<file path="config.mk">
export PLATFORM = sky130hd
export DESIGN_NAME = prescaled_match_timer_core
export DESIGN_NICKNAME = d
export VERILOG_FILES = /design/src/rtl/pmt_pkg.sv /design/src/rtl/pmt_cfg_regs.sv /design/src/rtl/pmt_timer.sv /design/src/rtl/prescaled_match_timer_core.sv
export SDC_FILE = /design/constraint.sdc
export NUM_CORES = 1
export LEC_CHECK = 0
export BUFFER_PORTS_ARGS = -buffer_cell sky130_fd_sc_hd__buf_4
export CAP_MARGIN = 10
export CORE_AREA = 3 3 207 209
export DETAILED_ROUTE_END_ITERATION = 10
export DIE_AREA = 0 0 210 212
export PLACE_DENSITY = 0.66
export REMOVE_ABC_BUFFERS = 1
export SETUP_SLACK_MARGIN = 0.4
export SLEW_MARGIN = 20
export SYNTH_ARGS = -nofsm -noshare
export SYNTH_HDL_FRONTEND = slang
export SYNTH_HIERARCHICAL = 1
export SYNTH_SLANG_ARGS = --single-unit
</file>
<file path="constraint.sdc">
create_clock -name clk_i -period 4.6 [get_ports clk_i]
set_input_delay 0.46 -clock clk_i [delete_from_list [all_inputs] [get_ports clk_i]]
set_output_delay 0.46 -clock clk_i [all_outputs]
set_load 0.03 [all_outputs]
</file>
<file path="src/rtl/pmt_pkg.sv">
package pmt_pkg;

  // Field widths
  localparam int unsigned CountW   = 32;
  localparam int unsigned MaxMatch = 4;
  localparam int unsigned ActW     = 3;
  localparam int unsigned CfgIdxW  = 3;

  // Request codes carried in req_type
  localparam logic [1:0] REQ_TICK     = 2'd0;
  localparam logic [1:0] REQ_FLAG_CLR = 2'd1;
  localparam logic [1:0] REQ_CTRL_WR  = 2'd2;

  // Configuration register indexes
  localparam logic [CfgIdxW-1:0] CFG_PRESCALE = 3'd0;
  localparam logic [CfgIdxW-1:0] CFG_ACTIONS  = 3'd1;
  localparam logic [CfgIdxW-1:0] CFG_MATCH0   = 3'd2;
  localparam logic [CfgIdxW-1:0] CFG_MATCH1   = 3'd3;
  localparam logic [CfgIdxW-1:0] CFG_MATCH2   = 3'd4;
  localparam logic [CfgIdxW-1:0] CFG_MATCH3   = 3'd5;

  // Bit positions inside one channel's action field
  localparam int unsigned ACT_IRQ   = 0;
  localparam int unsigned ACT_CLEAR = 1;
  localparam int unsigned ACT_STOP  = 2;

  // Bit positions of the control word
  localparam int unsigned CTRL_ENABLE = 0;
  localparam int unsigned CTRL_RESET  = 1;

  typedef struct packed {
    logic [1:0]        req_type;
    logic [CountW-1:0] write_data;
  } in_item_t;

  typedef struct packed {
    logic [CountW-1:0]   timer_count;
    logic [CountW-1:0]   prescale_count;
    logic [MaxMatch-1:0] interrupt_flags;
    logic                counter_enabled;
    logic                counter_reset_held;
    logic                irq_raise;
  } out_item_t;

  typedef struct packed {
    logic [CountW-1:0]                 prescale_limit;
    logic [MaxMatch*ActW-1:0]          match_actions;
    logic [MaxMatch-1:0][CountW-1:0]   match_value;
  } cfg_t;

endpackage

</file>
<file path="src/rtl/pmt_cfg_regs.sv">
module pmt_cfg_regs #(
  parameter int unsigned NUM_MATCH = 4
) (
  input  logic                           clk_i,
  input  logic                           rst_ni,
  input  logic                           cfg_we_i,
  input  logic [pmt_pkg::CfgIdxW-1:0]    cfg_index_i,
  input  logic [pmt_pkg::CountW-1:0]     cfg_wdata_i,
  output pmt_pkg::cfg_t                  cfg_o
);
  import pmt_pkg::*;

  logic [CountW-1:0]        prescale_q;
  logic [MaxMatch*ActW-1:0] actions_q;

  // Load prescaler and action fields
  always_ff @(posedge clk_i or negedge rst_ni) begin
    if (!rst_ni) begin
      prescale_q <= '0;
      actions_q  <= '0;
    end else if (cfg_we_i) begin
      case (cfg_index_i)
        CFG_PRESCALE: prescale_q <= cfg_wdata_i;
        CFG_ACTIONS:  actions_q  <= cfg_wdata_i[MaxMatch*ActW-1:0];
        default: ;
      endcase
    end
  end

  assign cfg_o.prescale_limit = prescale_q;
  assign cfg_o.match_actions  = actions_q;

  // Compare values, one register per implemented channel
  for (genvar n = 0; n < MaxMatch; n++) begin : g_match
    if (n < NUM_MATCH) begin : g_impl
      logic [CountW-1:0] value_q;
      always_ff @(posedge clk_i or negedge rst_ni) begin
        if (!rst_ni) begin
          value_q <= '0;
        end else if (cfg_we_i &&
                     cfg_index_i == CFG_MATCH0 + CfgIdxW'(n)) begin
          value_q <= cfg_wdata_i;
        end
      end
      assign cfg_o.match_value[n] = value_q;
    end else begin : g_absent
      assign cfg_o.match_value[n] = '0;
    end
  end

endmodule

</file>
<file path="src/rtl/pmt_timer.sv">
module pmt_timer #(
  parameter int unsigned NUM_MATCH = 4
) (
  input  logic                clk_i,
  input  logic                rst_ni,
  input  logic                step_i,
  input  pmt_pkg::in_item_t   item_i,
  input  pmt_pkg::cfg_t       cfg_i,
  output pmt_pkg::out_item_t  result_o
);
  import pmt_pkg::*;

  logic [CountW-1:0]   count_q, count_d;
  logic [CountW-1:0]   pre_q, pre_d;
  logic [MaxMatch-1:0] flags_q, flags_d;
  logic                en_q, en_d;
  logic                hold_q, hold_d;
  logic                irq;

  logic [CountW-1:0]   count_inc;
  logic [MaxMatch-1:0] hit_irq, hit_clear, hit_stop;

  assign count_inc = count_q + CountW'(1);

  // Compare the stepped count against each active channel
  always_comb begin
    logic [ActW-1:0] act;
    hit_irq   = '0;
    hit_clear = '0;
    hit_stop  = '0;
    for (int n = 0; n < NUM_MATCH; n++) begin
      act = cfg_i.match_actions[ActW*n +: ActW];
      if (act != '0 && cfg_i.match_value[n] == count_inc) begin
        hit_irq[n]   = act[ACT_IRQ];
        hit_clear[n] = act[ACT_CLEAR];
        hit_stop[n]  = act[ACT_STOP];
      end
    end
  end

  // Next state for one item
  always_comb begin
    count_d = count_q;
    pre_d   = pre_q;
    flags_d = flags_q;
    en_d    = en_q;
    hold_d  = hold_q;
    irq     = 1'b0;
    case (item_i.req_type)
      REQ_TICK: begin
        if (en_q && !hold_q) begin
          if (pre_q < cfg_i.prescale_limit) begin
            pre_d = pre_q + CountW'(1);
          end else begin
            pre_d   = '0;
            count_d = (|hit_clear) ? '0 : count_inc;
            flags_d = flags_q | hit_irq;
            irq     = |hit_irq;
            if (|hit_stop) en_d = 1'b0;
          end
        end
      end
      REQ_FLAG_CLR: begin
        flags_d = flags_q & ~item_i.write_data[MaxMatch-1:0];
      end
      REQ_CTRL_WR: begin
        en_d   = item_i.write_data[CTRL_ENABLE];
        hold_d = item_i.write_data[CTRL_RESET];
        if (item_i.write_data[CTRL_RESET]) begin
          count_d = '0;
          pre_d   = '0;
        end
      end
      default: ;
    endcase
  end

  // Commit state when the item moves on
  always_ff @(posedge clk_i or negedge rst_ni) begin
    if (!rst_ni) begin
      count_q <= '0;
      pre_q   <= '0;
      flags_q <= '0;
      en_q    <= 1'b0;
      hold_q  <= 1'b0;
    end else if (step_i) begin
      count_q <= count_d;
      pre_q   <= pre_d;
      flags_q <= flags_d;
      en_q    <= en_d;
      hold_q  <= hold_d;
    end
  end

  // Result shows the state after the item
  assign result_o.timer_count        = count_d;
  assign result_o.prescale_count     = pre_d;
  assign result_o.interrupt_flags    = flags_d;
  assign result_o.counter_enabled    = en_d;
  assign result_o.counter_reset_held = hold_d;
  assign result_o.irq_raise          = irq;

endmodule

</file>
<file path="src/rtl/prescaled_match_timer_core.sv">
// Channel | Signals                                   | Direction
// input   | in_valid_i, in_ready_o, in_data_i         | items in (tick, flag clear, control)
// output  | out_valid_o, out_ready_i, out_data_o      | one result item per input item
// config  | cfg_we_i, cfg_index_i, cfg_wdata_i        | register writes, no read-back
//
// One item per cycle sustained while the output is not stalled; an item's result
// shows on the output after the item passes the input register, then the result
// register, and can leave once out_ready_i is high.
// The timer state updates as an item moves from the input register into the
// result register: next-count compare against NUM_MATCH match values plus the
// prescale compare sets the path length.
// Reset clears all counters, flags, control bits and configuration registers.
// A stalled output holds its result; the input register keeps taking an item
// as long as the held item can move on in the same cycle.
module prescaled_match_timer_core #(
  parameter int unsigned NUM_MATCH = 4
) (
  input  logic                          clk_i,
  input  logic                          rst_ni,
  input  logic                          in_valid_i,
  output logic                          in_ready_o,
  input  pmt_pkg::in_item_t             in_data_i,
  output logic                          out_valid_o,
  input  logic                          out_ready_i,
  output pmt_pkg::out_item_t            out_data_o,
  input  logic                          cfg_we_i,
  input  logic [pmt_pkg::CfgIdxW-1:0]   cfg_index_i,
  input  logic [pmt_pkg::CountW-1:0]    cfg_wdata_i
);
  import pmt_pkg::*;

  cfg_t      cfg;
  in_item_t  in_q;
  logic      in_valid_q;
  out_item_t result;
  out_item_t out_q;
  logic      out_valid_q;
  logic      advance;

  pmt_cfg_regs #(
    .NUM_MATCH(NUM_MATCH)
  ) u_cfg (
    .clk_i,
    .rst_ni,
    .cfg_we_i,
    .cfg_index_i,
    .cfg_wdata_i,
    .cfg_o(cfg)
  );

  // Move the held item on when the result register is free
  assign advance    = in_valid_q && (!out_valid_q || out_ready_i);
  assign in_ready_o = !in_valid_q || advance;

  // Input register
  always_ff @(posedge clk_i or negedge rst_ni) begin
    if (!rst_ni) begin
      in_valid_q <= 1'b0;
    end else if (in_valid_i && in_ready_o) begin
      in_valid_q <= 1'b1;
    end else if (advance) begin
      in_valid_q <= 1'b0;
    end
  end

  always_ff @(posedge clk_i) begin
    if (in_valid_i && in_ready_o) in_q <= in_data_i;
  end

  pmt_timer #(
    .NUM_MATCH(NUM_MATCH)
  ) u_timer (
    .clk_i,
    .rst_ni,
    .step_i(advance),
    .item_i(in_q),
    .cfg_i(cfg),
    .result_o(result)
  );

  // Result register
  always_ff @(posedge clk_i or negedge rst_ni) begin
    if (!rst_ni) begin
      out_valid_q <= 1'b0;
    end else if (advance) begin
      out_valid_q <= 1'b1;
    end else if (out_ready_i) begin
      out_valid_q <= 1'b0;
    end
  end

  always_ff @(posedge clk_i) begin
    if (advance) out_q <= result;
  end

  assign out_valid_o = out_valid_q;
  assign out_data_o  = out_q;

endmodule

</file>
==> flow_summary.json <==
{
  "tns_ns": 0,
  "fin_skew_ns": 0.02844,
  "fmax_mhz": 236.4,
  "stdcell_area_um2": 23060,
  "synthCells": 1841,
  "dp_cells": 2548,
  "insertion_delay_ns": 0.56,
  "start_util": 0.4615,
  "crit_path_start": "u_timer/count_q[1]$_DFFE_PN0P_",
  "pre_cts_ws_ns": 0.03849,
  "syn_area_um2": 18930,
  "hold_path.startpoint": "in_data_i[32]",
  "fp.dieW_um": 210,
  "regArea_um2": 8429,
  "final.fill_count": 3580,
  "placementRows": 74,
  "firstDrtPassIters": 6,
  "wirelength_um": 67950,
  "min_period_ns": 4.230,
  "numCtsBuffers": 37,
  "drt-initial-drc-count": 1714,
  "wl_per_cell_um": 25.82,
  "worstHoldPathType": "primary input to register",
  "dieArea_um2": 44520,
  "grt_antenna_before_repair": 0,
  "clockBufferDepth": 3,
  "gp_congestion": 1.027,
  "cts.sinks": 321,
  "crit_type": "register to register",
  "required_ns": 4.88,
  "grt_pass1_vias": 16110,
  "num-nets-final": 2179,
  "ant_nets": 0,
  "pin_count": 147,
  "setup_violations": 0,
  "synth_area_per_cell_um2": 10.28,
  "syn_to_final_growth_pct": 21.82,
  "crit_fanout": 33,
  "vias": 16560,
  "instances_no_fill": 2632,
  "ir_worst_vdd_mv": 0.3666,
  "crit_path_frequent_cell": "buf_4",
  "drc_errors": 0,
  "root_buffer": "clkbuf_16",
  "hold_viol": 0,
  "gr-total-overflow": 0,
  "vias_per_cell": 6.292,
  "n_antenna_cell": 0,
  "cpPeakStageDelay_ns": 0.36,
  "cts_tree": "built",
  "place_area_um2": 21380,
  "worstSetupStartpointType": "register",
  "worstPathArrival_ns": 4.51,
  "drv_slew": 0,
  "worst_slack_ns": 0.3700,
  "relSlewSlack": 0.1924,
  "leakagePower_nw": 9.470,
  "drive_gt1_frac": 0.2933,
  "die_h_um": 212,
  "tightestPinTransition_ns": 1.211,
  "cap_viol_max_count": 0,
  "core_area_um2": 41020,
  "h-tree-depth": 2,
  "clkSlewWorstSetupHoldPaths_ns": 0.06,
  "timing.rr.start": "u_timer/count_q[1]$_DFFE_PN0P_",
  "status": "finished clean",
  "power_density_nw_per_um2": 364.1,
  "grt_max_degree": 93,
  "multi_input_area_um2": 9940,
  "yosysWarnings": 6,
  "grt_pass1_wl_um": 100500,
  "portBuffers": 118,
  "place_hpwl_um": 48870,
  "timing.final.crit_share": 0.9196,
  "rsz0062_at_grt": "yes",
  "cp_slowest_cell": "dfrtp_1",
  "path_cells": "ha_2 -> buf_4 -> nand4_1 -> nor4_1 -> buf_4 -> xnor2_1 -> buf_4 -> xor2_1 -> o211ai_1 -> nor4bb_2 -> buf_4 -> and4_1 -> nor4_4 -> buf_6 -> nor2b_1 -> a221o_1",
  "grt_use_total": 0.2974,
  "cp-end-kind": "register"
}
[worst max-delay path, delay by kind of cell (launching register included)]
family                   cells  cell delay, ns
adder cells (fa/ha/maj)      1            0.19
flip-flops                   1            0.36
buffers and inverters        5            0.94
AO/OA/AOI/OAI                2            0.55
AND/OR/NAND/NOR              6            1.36
XOR/XNOR                     2            0.54
[through the flow]
stage	util	power (W)	hold slack (ns)
global placement	0.5214	0.005355	0.4733
floorplan	-	0.004662	0.1644
detailed placement	0.5214	0.005409	0.4818
CTS	0.5553	0.008407	0.05399
global route	0.5622	0.008741	0.05435
finish	0.5622	0.008396	0.07828
[where the power goes]
| group | internal, W | switching (W) | total, W | leakage (nW) |
|---|---|---|---|---|
| sequential | 0.00333 | 0.000411 | 0.00374 | 3.81 |
| combinational | 0.000785 | 0.000909 | 0.00169 | 5.06 |
| clock | 0.00176 | 0.00120 | 0.00296 | 0.594 |
| total | 0.00587 | 0.00252 | 0.00840 | 9.47 |
[placed cells by master (no fill, tap or decap), types with 62 or more instances in the layout]
cell type,n
a21oi_1,80
buf_4,300
dfrtp_1,235
edfxtp_1,77
inv_1,65
mux2_2,164
nand2_1,116
nand3_1,68
nor2_1,66
o21ai_0,96
o31ai_1,62
xnor2_1,72
[routing by layer]
layer  up-vias  share of wire  global-route usage
met4         0          0.036             0.09463
met3       136          0.083             0.05135
li1       7372              -                   -
met1      8295           0.42              0.4144
met2       758           0.46              0.4775
met5         -              0                   0
[flip-flops by register name (all words and copies together) (netlist names)]
| name | flops |
|---|---|
| u_cfg/actions_q | 12 |
| in_valid_q | 1 |
| u_cfg/prescale_q | 32 |
| u_timer/pre_q | 32 |
| out_data_o | 71 |
| u_timer/count_q | 32 |
| in_q | 6 |
| u_timer/hold_q | 1 |
| u_timer/flags_q | 4 |
| u_cfg/g_match.g_impl.value_q | 128 |
| out_valid_o | 1 |
| u_timer/en_q | 1 |
[area by class of cell]
| cell class | instances | share of cell area |
|---|---|---|
| flip-flops and latches | 321 | 0.3655 |
| clock inverters | 6 | 0.002984 |
| inverters | 65 | 0.01058 |
| repair buffers | 318 | 0.1112 |
| well taps | 532 | 0.02887 |
| multi-input cells | 1329 | 0.4310 |
| clock buffers | 61 | 0.04976 |
[timing repair]
action,CTS,global route
buffers inserted,4,6
pin swaps,2,6
endpoints found under the setup margin,61,58
hold buffers,1,0
endpoints found under the hold margin,40,0
gates resized for setup,29,34
cloned,2,4
[final timing paths]
kind / endpoint / slack [ns] / cells after the start
max: out_data_o[51]$_DFFE_PP_ / 0.37 / 16
min: in_q[32]$_DFFE_PP_ / 0.08 / 1
max reg2reg: out_data_o[51]$_DFFE_PP_ / 0.37 / 16
min reg2reg: u_cfg/prescale_q[30]$_DFFE_PN0P_ / 0.49 / 1
max in group asynchronous: u_cfg/g_match[2].g_impl.value_q[7]$_DFFE_PN0P_ / 2.93 / 3
min in group asynchronous: u_cfg/g_match[1].g_impl.value_q[9]$_DFFE_PN0P_ / 0.54 / 2
Note: power is estimated with default switching activity, not from simulation.
